**config.mk**
```make
export PLATFORM = sky130hd
export DESIGN_NAME = tcp_port_fixed_window_limiter
export DESIGN_NICKNAME = d
export VERILOG_FILES = /design/src/hw/rtl/tpfwl_pkg.sv /design/src/hw/rtl/tcp_port_fixed_window_limiter.sv /design/src/hw/rtl/tpfwl_parser.sv /design/src/hw/rtl/tpfwl_judge.sv /design/src/hw/rtl/tpfwl_out_fifo.sv
export VERILOG_INCLUDE_DIRS = /design/src /design/src/hw/rtl
export SDC_FILE = /design/constraint.sdc
export NUM_CORES = 2
export LEC_CHECK = 0
export BUFFER_PORTS_ARGS = -buffer_cell sky130_fd_sc_hd__buf_2
export CAP_MARGIN = 20
export CORE_UTILIZATION = 51
export DETAILED_ROUTE_END_ITERATION = 8
export GPL_TIMING_DRIVEN = 1
export PLACE_DENSITY = 0.69
export SLEW_MARGIN = 20
export SYNTH_ARGS = -nofsm -noshare
export SYNTH_HDL_FRONTEND = slang
export SYNTH_SLANG_ARGS = --single-unit
```
**constraint.sdc**
```tcl
create_clock -name i_clk -period 15.8 [get_ports i_clk]
set_input_delay 1.58 -clock i_clk [delete_from_list [all_inputs] [get_ports i_clk]]
set_output_delay 1.58 -clock i_clk [all_outputs]
set_load 0.01 [all_outputs]
```
**src/hw/rtl/tcp_port_fixed_window_limiter_defines.svh**
```systemverilog
// ----------------------------------------------------------------------------
// tcp_port_fixed_window_limiter_defines
// Assertion macros for the TCP port fixed-window limiter.
// ----------------------------------------------------------------------------
`ifndef TCP_PORT_FIXED_WINDOW_LIMITER_DEFINES_SVH
`define TCP_PORT_FIXED_WINDOW_LIMITER_DEFINES_SVH

`ifndef SYNTHESIS
`define TPFWL_ASSERT(lbl, clk, rst_n, prop, msg) \
    lbl: assert property (@(posedge clk) disable iff (!rst_n) prop) else $error(msg);
`define TPFWL_ASSERT_ALWAYS(lbl, clk, prop, msg) \
    lbl: assert property (@(posedge clk) prop) else $error(msg);
`else
`define TPFWL_ASSERT(lbl, clk, rst_n, prop, msg)
`define TPFWL_ASSERT_ALWAYS(lbl, clk, prop, msg)
`endif

`endif

```
**src/hw/rtl/tpfwl_pkg.sv**
```systemverilog
// ----------------------------------------------------------------------------
// tpfwl_pkg
// Types and constants shared by the TCP port fixed-window limiter.
// ----------------------------------------------------------------------------
`timescale 1ns / 1ps

package tpfwl_pkg;

    localparam int CTR_W = 32;
    localparam logic [CTR_W-1:0] CTR_MAX = {CTR_W{1'b1}};

    localparam int FIFO_DEPTH = 4;
    localparam int FIFO_PTR_W = $clog2(FIFO_DEPTH);
    localparam int FIFO_CNT_W = $clog2(FIFO_DEPTH + 1);

    localparam logic [15:0] RST_PORT_A   = 16'd8443;
    localparam logic [15:0] RST_PORT_B   = 16'd8090;
    localparam logic [31:0] RST_LIMIT_A  = 32'd20000;
    localparam logic [31:0] RST_LIMIT_B  = 32'd5000;
    localparam logic [31:0] RST_WINDOW   = 32'd1000000000;

    localparam logic [15:0] ETHERTYPE_IPV4 = 16'h0800;
    localparam logic [7:0]  PROTO_TCP      = 8'd6;
    localparam logic [3:0]  IHL_MIN        = 4'd5;

    localparam logic [15:0] OFS_ETYPE_HI = 16'd12;
    localparam logic [15:0] OFS_ETYPE_LO = 16'd13;
    localparam logic [15:0] OFS_IHL      = 16'd14;
    localparam logic [15:0] OFS_PROTO    = 16'd23;
    localparam logic [6:0]  OFS_DPORT_BASE = 7'd16;
    localparam logic [16:0] MIN_LEN      = 17'd34;
    localparam logic [6:0]  HDR_LEN_BASE = 7'd34;

    typedef enum logic [2:0] {
        CFG_PORT_A = 3'd0,
        CFG_PORT_B = 3'd1,
        CFG_LIMIT_A = 3'd2,
        CFG_LIMIT_B = 3'd3,
        CFG_WINDOW = 3'd4
    } t_cfg_idx;

    typedef enum logic [1:0] {
        CLS_NONE = 2'd0,
        CLS_A = 2'd1,
        CLS_B = 2'd2
    } t_class;

    typedef struct packed {
        logic        valid;
        t_class      cls;
        logic [63:0] frame_time;
    } t_req;

    typedef struct packed {
        logic [31:0] packets;
        logic [31:0] drops;
        t_class      cls;
        logic        verdict;
    } t_result;

endpackage

```
**src/hw/rtl/tcp_port_fixed_window_limiter.sv**
```systemverilog
// TCP destination-port fixed-window limiter. Takes one frame byte per cycle while
// s_axis_tready is high, with no gaps required; each byte passes through the header
// parser, and a frame's last byte yields a verdict from the per-port window counters
// via parser and judge registers. The result stream has a four-entry queue, so
// s_axis_tready stays high while results wait, and drops only once four verdicts are
// queued or in flight. Config writes are taken in any cycle (o_cfg_ready tied high).
// ----------------------------------------------------------------------------
// tcp_port_fixed_window_limiter
// Top level: config registers, parser, window judge and result queue.
// ----------------------------------------------------------------------------
`timescale 1ns / 1ps
`include "tcp_port_fixed_window_limiter_defines.svh"

module tcp_port_fixed_window_limiter (
    input  logic        i_clk,
    input  logic        i_rst_n,
    // configuration write channel
    input  logic        i_cfg_valid,
    output logic        o_cfg_ready,
    input  logic [2:0]  i_cfg_index,
    input  logic [31:0] i_cfg_data,
    // frame byte stream
    input  logic        s_axis_tvalid,
    output logic        s_axis_tready,
    input  logic [71:0] s_axis_tdata,   // [7:0] frame_byte, [71:8] arrival_ns
    input  logic        s_axis_tlast,
    input  logic        s_axis_tuser,   // [0] first_of_frame
    // verdict stream
    output logic        m_axis_tvalid,
    input  logic        m_axis_tready,
    output logic [63:0] m_axis_tdata,   // [31:0] class_drops, [63:32] class_packets
    output logic [2:0]  m_axis_tuser    // [0] verdict, [2:1] matched_class
);
    import tpfwl_pkg::*;

    logic [15:0] r_port_a;
    logic [15:0] r_port_b;
    logic [31:0] r_limit_a;
    logic [31:0] r_limit_b;
    logic [31:0] r_window;

    logic                  w_accept;
    t_req                  w_req;
    logic                  w_res_valid;
    t_result               w_res;
    t_result               w_head;
    logic [FIFO_CNT_W-1:0] w_count;
    logic [FIFO_CNT_W:0]   w_in_flight;

    always_ff @(posedge i_clk) begin
        if (!i_rst_n) begin
            r_port_a  <= RST_PORT_A;
            r_port_b  <= RST_PORT_B;
            r_limit_a <= RST_LIMIT_A;
            r_limit_b <= RST_LIMIT_B;
            r_window  <= RST_WINDOW;
        end else if (i_cfg_valid) begin
            case (i_cfg_index)
                CFG_PORT_A:  r_port_a  <= i_cfg_data[15:0];
                CFG_PORT_B:  r_port_b  <= i_cfg_data[15:0];
                CFG_LIMIT_A: r_limit_a <= i_cfg_data;
                CFG_LIMIT_B: r_limit_b <= i_cfg_data;
                CFG_WINDOW:  r_window  <= i_cfg_data;
                default: ;
            endcase
        end
    end

    assign o_cfg_ready   = 1'b1;
    assign w_in_flight   = {1'b0, w_count} + {{FIFO_CNT_W{1'b0}}, w_req.valid} +
                           {{FIFO_CNT_W{1'b0}}, w_res_valid};
    assign s_axis_tready = (w_in_flight < (FIFO_CNT_W + 1)'(FIFO_DEPTH));
    assign w_accept      = s_axis_tvalid && s_axis_tready;

    tpfwl_parser u_parser (
        .i_clk        (i_clk),
        .i_rst_n      (i_rst_n),
        .i_accept     (w_accept),
        .i_byte       (s_axis_tdata[7:0]),
        .i_first      (s_axis_tuser),
        .i_last       (s_axis_tlast),
        .i_arrival_ns (s_axis_tdata[71:8]),
        .i_port_a     (r_port_a),
        .i_port_b     (r_port_b),
        .o_req        (w_req)
    );

    tpfwl_judge u_judge (
        .i_clk       (i_clk),
        .i_rst_n     (i_rst_n),
        .i_req       (w_req),
        .i_limit_a   (r_limit_a),
        .i_limit_b   (r_limit_b),
        .i_window_ns (r_window),
        .o_valid     (w_res_valid),
        .o_result    (w_res)
    );

    tpfwl_out_fifo u_out_fifo (
        .i_clk   (i_clk),
        .i_rst_n (i_rst_n),
        .i_push  (w_res_valid),
        .i_data  (w_res),
        .i_pop   (m_axis_tready),
        .o_valid (m_axis_tvalid),
        .o_data  (w_head),
        .o_count (w_count)
    );

    assign m_axis_tdata = {w_head.packets, w_head.drops};
    assign m_axis_tuser = {w_head.cls, w_head.verdict};

    `TPFWL_ASSERT(a_no_overflow, i_clk, i_rst_n, w_in_flight <= (FIFO_CNT_W + 1)'(FIFO_DEPTH), "result queue overflow")
    `TPFWL_ASSERT(a_req_only_on_last, i_clk, i_rst_n, (w_accept && !s_axis_tlast) |=> !w_req.valid, "request without frame end")
    `TPFWL_ASSERT(a_drop_has_class, i_clk, i_rst_n, (m_axis_tvalid && m_axis_tuser[0]) |-> (m_axis_tuser[2:1] != CLS_NONE), "drop on unmatched frame")
    `TPFWL_ASSERT(a_req_to_result, i_clk, i_rst_n, w_req.valid |=> w_res_valid, "request lost in judge")

endmodule

```
**src/hw/rtl/tpfwl_parser.sv**
```systemverilog
// ----------------------------------------------------------------------------
// tpfwl_parser
// Byte-wise header parser; issues one classification request per frame end.
// ----------------------------------------------------------------------------
`timescale 1ns / 1ps

module tpfwl_parser (
    input  logic               i_clk,
    input  logic               i_rst_n,
    input  logic               i_accept,
    input  logic [7:0]         i_byte,
    input  logic               i_first,
    input  logic               i_last,
    input  logic [63:0]        i_arrival_ns,
    input  logic [15:0]        i_port_a,
    input  logic [15:0]        i_port_b,
    output tpfwl_pkg::t_req    o_req
);
    import tpfwl_pkg::*;

    logic        r_open;
    logic [15:0] r_offset;
    logic [63:0] r_frame_time;
    logic [15:0] r_etype;
    logic [3:0]  r_ihl;
    logic [7:0]  r_proto;
    logic [15:0] r_dport;
    t_req        r_req;

    logic        w_start;
    logic [15:0] w_cur;
    logic [15:0] n_offset;
    logic [63:0] n_frame_time;
    logic [15:0] n_etype;
    logic [3:0]  n_ihl;
    logic [7:0]  n_proto;
    logic [15:0] n_dport;
    logic [3:0]  w_ihl_base;
    logic [6:0]  w_dp;
    logic [16:0] w_len;
    logic [16:0] w_hdr_len;
    logic        w_ok;
    t_req        n_req;

    always_comb begin
        w_start      = i_first || !r_open;
        w_cur        = w_start ? 16'd0 : r_offset;
        n_frame_time = w_start ? i_arrival_ns : r_frame_time;
        n_etype      = w_start ? 16'd0 : r_etype;
        w_ihl_base   = w_start ? 4'd0 : r_ihl;
        n_proto      = w_start ? 8'd0 : r_proto;
        n_dport      = w_start ? 16'd0 : r_dport;
        n_ihl        = w_ihl_base;
        w_dp         = OFS_DPORT_BASE + {1'b0, w_ihl_base, 2'b00};

        if (w_cur == OFS_ETYPE_HI) begin
            n_etype[15:8] = i_byte;
        end
        if (w_cur == OFS_ETYPE_LO) begin
            n_etype[7:0] = i_byte;
        end
        if (w_cur == OFS_IHL) begin
            n_ihl = i_byte[3:0];
        end
        if (w_cur == OFS_PROTO) begin
            n_proto = i_byte;
        end
        if (w_ihl_base >= IHL_MIN) begin
            if (w_cur == {9'd0, w_dp}) begin
                n_dport[15:8] = i_byte;
            end
            if (w_cur == {9'd0, w_dp} + 16'd1) begin
                n_dport[7:0] = i_byte;
            end
        end

        n_offset  = (w_cur == 16'hFFFF) ? w_cur : w_cur + 16'd1;
        w_len     = {1'b0, w_cur} + 17'd1;
        w_hdr_len = {10'd0, HDR_LEN_BASE + {1'b0, n_ihl, 2'b00}};
        w_ok      = (w_len >= MIN_LEN) && (n_etype == ETHERTYPE_IPV4) &&
                    (n_proto == PROTO_TCP) && (n_ihl >= IHL_MIN) && (w_len >= w_hdr_len);

        n_req.valid      = i_accept && i_last;
        n_req.frame_time = n_frame_time;
        if (!w_ok) begin
            n_req.cls = CLS_NONE;
        end else if (n_dport == i_port_a) begin
            n_req.cls = CLS_A;
        end else if (n_dport == i_port_b) begin
            n_req.cls = CLS_B;
        end else begin
            n_req.cls = CLS_NONE;
        end
    end

    always_ff @(posedge i_clk) begin
        if (!i_rst_n) begin
            r_open   <= 1'b0;
            r_offset <= 16'd0;
            r_req    <= '0;
        end else begin
            r_req <= n_req;
            if (i_accept) begin
                r_open   <= !i_last;
                r_offset <= i_last ? 16'd0 : n_offset;
            end
        end
    end

    always_ff @(posedge i_clk) begin
        if (i_accept) begin
            r_frame_time <= n_frame_time;
            r_etype      <= n_etype;
            r_ihl        <= n_ihl;
            r_proto      <= n_proto;
            r_dport      <= n_dport;
        end
    end

    assign o_req = r_req;

endmodule

```
**src/hw/rtl/tpfwl_judge.sv**
```systemverilog
// ----------------------------------------------------------------------------
// tpfwl_judge
// Per-port fixed-window counters; turns each request into a verdict.
// ----------------------------------------------------------------------------
`timescale 1ns / 1ps

module tpfwl_judge (
    input  logic                i_clk,
    input  logic                i_rst_n,
    input  tpfwl_pkg::t_req     i_req,
    input  logic [31:0]         i_limit_a,
    input  logic [31:0]         i_limit_b,
    input  logic [31:0]         i_window_ns,
    output logic                o_valid,
    output tpfwl_pkg::t_result  o_result
);
    import tpfwl_pkg::*;

    logic [63:0]      r_ws [2];
    logic [CTR_W-1:0] r_pk [2];
    logic [CTR_W-1:0] r_dc [2];
    logic             r_valid;
    t_result          r_result;

    logic             w_hit;
    logic             w_idx;
    logic [31:0]      w_lim;
    logic [63:0]      w_elapsed;
    logic             w_restart;
    logic [CTR_W-1:0] w_pk;
    logic             w_drop;
    logic [CTR_W-1:0] n_pk;
    logic [CTR_W-1:0] n_dc;
    t_result          n_result;

    always_comb begin
        w_hit     = i_req.valid && (i_req.cls != CLS_NONE);
        w_idx     = (i_req.cls == CLS_B);
        w_lim     = w_idx ? i_limit_b : i_limit_a;
        w_elapsed = i_req.frame_time - r_ws[w_idx];
        w_restart = (r_ws[w_idx] == 64'd0) || (w_elapsed >= {32'd0, i_window_ns});
        w_pk      = w_restart ? '0 : r_pk[w_idx];
        w_drop    = (32'(w_pk) >= w_lim) || (w_pk == CTR_MAX);
        n_pk      = w_drop ? w_pk : w_pk + CTR_W'(1);
        n_dc      = w_drop ? r_dc[w_idx] + CTR_W'(1) : r_dc[w_idx];

        if (i_req.cls == CLS_NONE) begin
            n_result.verdict = 1'b0;
            n_result.cls     = CLS_NONE;
            n_result.drops   = 32'd0;
            n_result.packets = 32'd0;
        end else begin
            n_result.verdict = w_drop;
            n_result.cls     = i_req.cls;
            n_result.drops   = 32'(n_dc);
            n_result.packets = 32'(n_pk);
        end
    end

    always_ff @(posedge i_clk) begin
        if (!i_rst_n) begin
            r_valid <= 1'b0;
            for (int i = 0; i < 2; i++) begin
                r_ws[i] <= 64'd0;
                r_pk[i] <= '0;
                r_dc[i] <= '0;
            end
        end else begin
            r_valid <= i_req.valid;
            if (w_hit) begin
                if (w_restart) begin
                    r_ws[w_idx] <= i_req.frame_time;
                end
                r_pk[w_idx] <= n_pk;
                r_dc[w_idx] <= n_dc;
            end
        end
    end

    always_ff @(posedge i_clk) begin
        r_result <= n_result;
    end

    assign o_valid  = r_valid;
    assign o_result = r_result;

endmodule

```
**src/hw/rtl/tpfwl_out_fifo.sv**
```systemverilog
// ----------------------------------------------------------------------------
// tpfwl_out_fifo
// Small result queue that decouples the judge from the result stream.
// ----------------------------------------------------------------------------
`timescale 1ns / 1ps

module tpfwl_out_fifo (
    input  logic                                i_clk,
    input  logic                                i_rst_n,
    input  logic                                i_push,
    input  tpfwl_pkg::t_result                  i_data,
    input  logic                                i_pop,
    output logic                                o_valid,
    output tpfwl_pkg::t_result                  o_data,
    output logic [tpfwl_pkg::FIFO_CNT_W-1:0]    o_count
);
    import tpfwl_pkg::*;

    t_result               r_mem [FIFO_DEPTH];
    logic [FIFO_PTR_W-1:0] r_wr_ptr;
    logic [FIFO_PTR_W-1:0] r_rd_ptr;
    logic [FIFO_CNT_W-1:0] r_count;

    logic                  w_pop;
    logic [FIFO_PTR_W-1:0] n_wr_ptr;
    logic [FIFO_PTR_W-1:0] n_rd_ptr;
    logic [FIFO_CNT_W-1:0] n_count;

    always_comb begin
        w_pop    = i_pop && (r_count != '0);
        n_wr_ptr = (r_wr_ptr == FIFO_PTR_W'(FIFO_DEPTH - 1)) ? '0 : r_wr_ptr + FIFO_PTR_W'(1);
        n_rd_ptr = (r_rd_ptr == FIFO_PTR_W'(FIFO_DEPTH - 1)) ? '0 : r_rd_ptr + FIFO_PTR_W'(1);
        n_count  = r_count + FIFO_CNT_W'(i_push) - FIFO_CNT_W'(w_pop);
    end

    always_ff @(posedge i_clk) begin
        if (!i_rst_n) begin
            r_wr_ptr <= '0;
            r_rd_ptr <= '0;
            r_count  <= '0;
        end else begin
            r_count <= n_count;
            if (i_push) begin
                r_wr_ptr <= n_wr_ptr;
            end
            if (w_pop) begin
                r_rd_ptr <= n_rd_ptr;
            end
        end
    end

    always_ff @(posedge i_clk) begin
        if (i_push) begin
            r_mem[r_wr_ptr] <= i_data;
        end
    end

    assign o_valid = (r_count != '0);
    assign o_data  = r_mem[r_rd_ptr];
    assign o_count = r_count;

endmodule
```
Word level (Yosys, flattened, before mapping)
Memory sizes are Yosys's and may differ from the RTL's. A register that Yosys moved wholly into a read port is not among the register bits.
Cells that the tools add are included.
W data, S select, Z words.
{ "word_totals": {"ff_bits": 395, "ram_bits": 524, "inputBits": 114, "out_inout_bits": 70, "elab_cells": 142, "memories": 4} }
{ "memory_table": {"columns": ["name", "words", "word_bits", "rd", "rd_clocked_by_memory_dff", "wr", "line_no", "text"], "rows": [
  ["u_out_fifo.r_mem", 4, 67, 1, 1, 1, "tpfwl_out_fifo.sv:19", "t_result r_mem [FIFO_DEPTH];"],
  ["u_judge.r_ws", 2, 64, 1, 0, 2, "tpfwl_judge.sv:19", "logic [63:0] r_ws [2];"],
  ["u_judge.r_dc", 2, 32, 1, 0, 2, "tpfwl_judge.sv:21", "logic [CTR_W-1:0] r_dc [2];"],
  ["u_judge.r_pk", 2, 32, 1, 0, 2, "tpfwl_judge.sv:20", "logic [CTR_W-1:0] r_pk [2];"]
]} }
{ "classes": {"n_addsub": 14, "magnitude_cmp": 7, "eq_ne": 19, "n_mux": 44, "bitwise": 2, "reduce_logical": 28} }
{ "ops": {"columns": ["op", "count"], "rows": [
  ["$mux W32", 6],
  ["$mux W64", 2],
  ["$mux W16", 6],
  ["$add A32 B1 Y32 const B", 2],
  ["$ge A64 B32 Y1", 1],
  ["$logic_not A64 Y1", 1],
  ["$reduce_or A32 Y1", 2],
  ["$reduce_or A64 Y1", 1],
  ["$sub A64 B64 Y64", 1],
  ["$eq A16 B16 Y1", 3],
  ["$eq A16 B4 Y1 const B", 3],
  ["$mux W8", 6],
  ["$eq A32 B32 Y1 const B", 1],
  ["$ge A32 B32 Y1", 1],
  ["$add A16 B1 Y17 const B", 1],
  ["$ge A17 B6 Y1 const B", 1],
  ["$ge A17 B7 Y1", 1],
  ["$mux W1", 17],
  ["$add A16 B1 Y16 const B", 1],
  ["$eq A16 B12 Y1 const B", 1],
  ["$eq A16 B16 Y1 const B", 1],
  ["$eq A16 B5 Y1 const B", 1],
  ["$eq A16 B7 Y1", 1],
  ["$reduce_and A2 Y1", 6],
  ["26 further kinds", 47]
]} }

Longest topological paths before layout
{ "depth": {"depth_word": 12, "ltp_mapped": 58, "mapped_depth_nobuf": 44} }

By module
Synthesis repeated with hierarchy kept, for this count alone.
{ "hier_totals": {"cells_unflattened": 4279, "area_unflattened_um2": 46871.2} }
{ "modules_own_cells": {"columns": ["module", "instances", "cells_each", "area_each_um2", "seq_area_each_um2"], "rows": [
  ["tpfwl_judge", 1, 2429, 22576.7, 9048.7],
  ["tpfwl_out_fifo", 1, 394, 10162.2, 8227.9],
  ["tpfwl_parser", 1, 964, 9098.7, 4924.7],
  ["tcp_port_fixed_window_limiter", 1, 492, 5033.6, 2562.5]
]} }

Worst setup path after synthesis
No wires, ideal clock.
{ "synth_timing": {"path_kind": "register to register", "start": "register u_parser.r_req, in the netlist u_parser.o_req[64]", "end": "memory u_judge.r_dc[0][20], data pin", "setup_time_ns": 0.266, "t_arrival_ns": 11.142, "required_time_ns": 15.534, "slack_ns": 4.392, "path_stages_with_launch": 51, "path_buffers": 16, "synth_period_minus_slack_ns": 11.408, "path_cell_list": "dfxtp_1 -> or2b_4 -> buf_6 -> buf_6 -> buf_4 -> buf_2 -> buf_2 -> buf_4 -> clkbuf_1 -> clkbuf_1 -> clkbuf_1 -> clkbuf_1 -> buf_2 -> mux2i_1 -> ha_1 -> a21o_1 -> a21o_1 -> a41o_1 -> [... 15 more ...] -> nor4_1 -> nand4b_1 -> buf_2 -> clkbuf_1 -> clkbuf_1 -> nor2_1 -> ha_1 -> a21o_1 -> a21o_1 -> a21o_1 -> a21o_1 -> a21oi_1 -> o21ai_0 -> o31ai_1 -> buf_1 -> a21oi_1 -> xor2_1 -> nor2_1"} }
{ "synth_rtl": {"columns": ["item", "line_no", "text"], "rows": [
  ["from (decl)", "tpfwl_parser.sv:28", "t_req r_req;"],
  ["from (signal assigned)", "tpfwl_parser.sv:102", "r_req <= n_req;"],
  ["to (decl)", "tpfwl_judge.sv:21", null]
]} }

==> impl_metrics.yaml <==
clock_network:
  cts_buffer_depth: 3
  cts_buffers: 94
  post_cts_buffers: 0
  cts_tree: "done"
  path_clk_slew_ps: 60
  cts-resized-gates: 0
  root_buffer: "clkbuf_16"
  cts_hold_buf: 0
  ctsHtreeMaxLevel: 3
  cts_sinks: 921
  clock_latency_ps: 680
global_route:
  antenna_found_initial: 5
  grt_max_degree: 113
  grt_pass1_vias: 31841
  grt_first_pass_wirelength_um: 187600
  gr-usage-all-layers_pct: 26.33
  overflow: 0
setup_path:
  cp_max_fo: 61
  critPathCaptureType: "register"
  cp_data_arrival_time_ps: 12380
  cp_slowest_cell: "nor2_2"
  critPathLaunchType: "register"
  max_stage_delay_ps: 770
  r2r_slack_ps: 3800
  required_ps: 16180
  crit_top_cell: "buf_4"
  worst-setup-path-type: "register to register"
  r2r_end: "u_judge.r_dc[0][1]$_SDFFCE_PN0P_"
  reg2reg_from: "u_parser.o_req[65]$_SDFF_PP0_"
  reg2regPathDepth: 40
sta:
  fin_tns_setup_ps: 0
  setup_viol_count_final: 0
  layout_min_cycle_time_ps: 12000
  rsz0062_at_grt: "false"
  drv_slew: 0
  finalHoldViolCount: 0
  period_share_pct: 75.95
  slew_headroom_pct: 27.19
  worst_slew_pin_slew_ps: 1092
  max_freq_mhz: 83.33
  skew_ps: 34.68
  fin_ws_ps: 3799
final_layout:
  stdcell_area_um2: 50930
  nFillCells: 7662
  fin_util_pct: 57.28
  final_nets: 4693
  synthToLayoutAreaGrowth_pct: 10.59
  drive_gt1_share_pct: 12.07
floorplanning:
  die_w_um: 302.5
  core_area_um2: 88920
  initial_utilization_pct: 51.79
  ios: 184
  die_h_um: 302.5
  row_count: 109
  die_area_um2: 91510
pwr:
  power_density_nw_per_um2: 116.0
  peakVddDrop_uv: 106.8
  leakage_uw: 0.01936
placed_design:
  place_congestion: 0.9809
  post-place-ws_ps: 4016
  dp_hpwl_um: 84280
  io_buffers: 182
  placed_area_um2: 47780
yosys:
  syn_avg_cell_area_um2: 10.51
  ys_seq_area_share_pct: 53.77
  synth-seq-cells: 921
  synth_edf_count: 632
  syn_nets: 4632
  synth_top_area_share_pct: 41.21
  synthArstFlopShare_pct: 0
  synth_cell_types: 113
  synth_cells: 4381
  synthTopCellsByArea: "edfxtp_1 41%, dfxtp_1 13%, nand2_1 5.9%, ha_1 3.7%, a21oi_1 3.5%"
  yosysWarnings: 0
  synth-main-ff-cell: "edfxtp_1"
  syn_area_um2: 46060
  synth_top_cell_by_area: "edfxtp_1"
flow_run:
  drv_cap: 0
drt:
  via_count: 33913
  avgViaCountPerCell: 5.959
  dr.pass1.iters: 7
  wl_um: 122300
  post-route-drc-count: 0
  ant_nets: 0
  drtIter0Drc: 2962
  wl_per_cell_um: 21.49
worst_hold_path:
  hold_path_depth: 2
  hold_path.startpoint: "r_limit_a[26]$_SDFFE_PN0P_"
  hold_class: "register to register"
  holdPathEnd: "r_limit_a[26]$_SDFFE_PN0P_"
outcome:
  outcome: "finished, final reports clean"
## per-stage QoR
step / hold WS, ps / total power, uW / std cells
3_5_place_dp: 446.3 / 3704 / 5511
4_1_cts: 454.4 / 5956 / 5687
2_1_floorplan: 435.7 / 3396 / 4381
3_3_place_gp: 441.8 / 3700 / 5510
5_1_grt: 467.2 / 6139 / 5689
6_report: 453.1 / 5909 / 5691
## worst max-delay path by stage
stage | start | to
6_report | u_parser.o_req[65]$_SDFF_PP0_ | u_judge.r_dc[0][1]$_SDFFCE_PN0P_
5_1_grt | u_parser.o_req[65]$_SDFF_PP0_ | u_judge.r_dc[1][1]$_SDFFCE_PN0P_
4_1_cts | u_parser.o_req[65]$_SDFF_PP0_ | u_judge.r_dc[0][1]$_SDFFCE_PN0P_
3_5_place_dp | u_parser.o_req[65]$_SDFF_PP0_ | u_judge.r_dc[0][1]$_SDFFCE_PN0P_
3_3_place_gp | u_parser.o_req[65]$_SDFF_PP0_ | u_judge.r_dc[0][1]$_SDFFCE_PN0P_
2_1_floorplan | u_parser.o_req[64]$_SDFF_PN0_ | u_judge.r_dc[0][20]$_SDFFCE_PN0P_
## synthesized netlist by cell type (all sizes together) (45+ instances only)
cell type	count
a21oi	330
and3	153
buf	45
clkbuf	213
dfxtp	289
edfxtp	632
ha	136
inv	100
mux2i	152
mux4	67
nand2	728
nand3	116
nand4	68
nor2	373
nor3	71
nor4	64
o21ai	120
xnor2	105
xor2	74
## final cells by class
class	count	area [um2]	area share [%]
diodes	4	10.01	0.01965
clock buffers	126	2574	5.053
clock inverters	50	565.5	1.110
inverters	101	386.6	0.7591
multi-input cells	3101	19940	39.15
flip-flops and latches	921	24770	48.63
well taps	1165	1458	2.862
repair buffers	223	1231	2.417
## placed cells by master, fill, tap and decap left out, drive strengths merged, types with 74 or more instances in the layout
master / count
o21ai: 120
buf: 223
xnor2: 105
a21oi: 330
clkbuf: 126
ha: 136
mux2i: 152
and3: 153
edfxtp: 632
nand3: 116
nor2: 373
nand2: 728
xor2: 74
inv: 104
dfxtp: 289
## routing by layer
metal	global-route usage (%)	part of all wire, %
met1	37.46	45
met2	41.96	46
met3	3.165	6.1
met4	8.626	2.8
met5	0	0.0090
## cells by family (layout without fill, tap and decap cells)
logic type,after synthesis,count (layout),synth area share (%)
other,1,5,0.008142
DFF,921,921,53.77
buffers and inverters,359,500,3.092
muxes,227,227,6.884
xor gates and xnor gates,179,179,3.453
AOI/OAI and AO/OA,763,763,10.69
and+or+nand+nor,1786,1786,18.19
adders and majority gates,145,145,3.920
## worst max-delay path, delay by kind of cell (launching register included)
family                   cells  cell delay [ps]
flip-flops                   1              700
buffers and inverters        6             2340
AND/OR/NAND/NOR             15             3790
AO/OA/AOI/OAI               13             2940
XOR/XNOR                     1              170
multiplexers                 2              560
adder cells (fa/ha/maj)      3             1080
## flip-flops by register name (all words and copies together) (netlist names), named ones only
register / cells
u_judge.r_ws: 128
u_judge.r_dc: 64
u_parser.r_offset: 16
r_port_b: 16
u_out_fifo.r_rd_ptr: 2
r_window: 32
u_parser.r_ihl: 4
u_out_fifo.o_count: 3
r_limit_b: 32
u_parser.r_dport: 16
u_out_fifo.r_mem: 268
r_limit_a: 32
u_out_fifo.r_wr_ptr: 2
u_parser.r_proto: 8
u_parser.o_req: 67
u_parser.r_open: 1
u_parser.r_etype: 16
u_judge.o_result: 67
u_parser.r_frame_time: 64
r_port_a: 16
u_judge.o_valid: 1
u_judge.r_pk: 64
## power breakdown
part	switching, uW	internal, uW	total (uW)
Sequential	86.5	2690	2780
Combinational	526	351	877
Clock	951	1300	2250
Note: power is estimated with default switching activity, not from simulation.
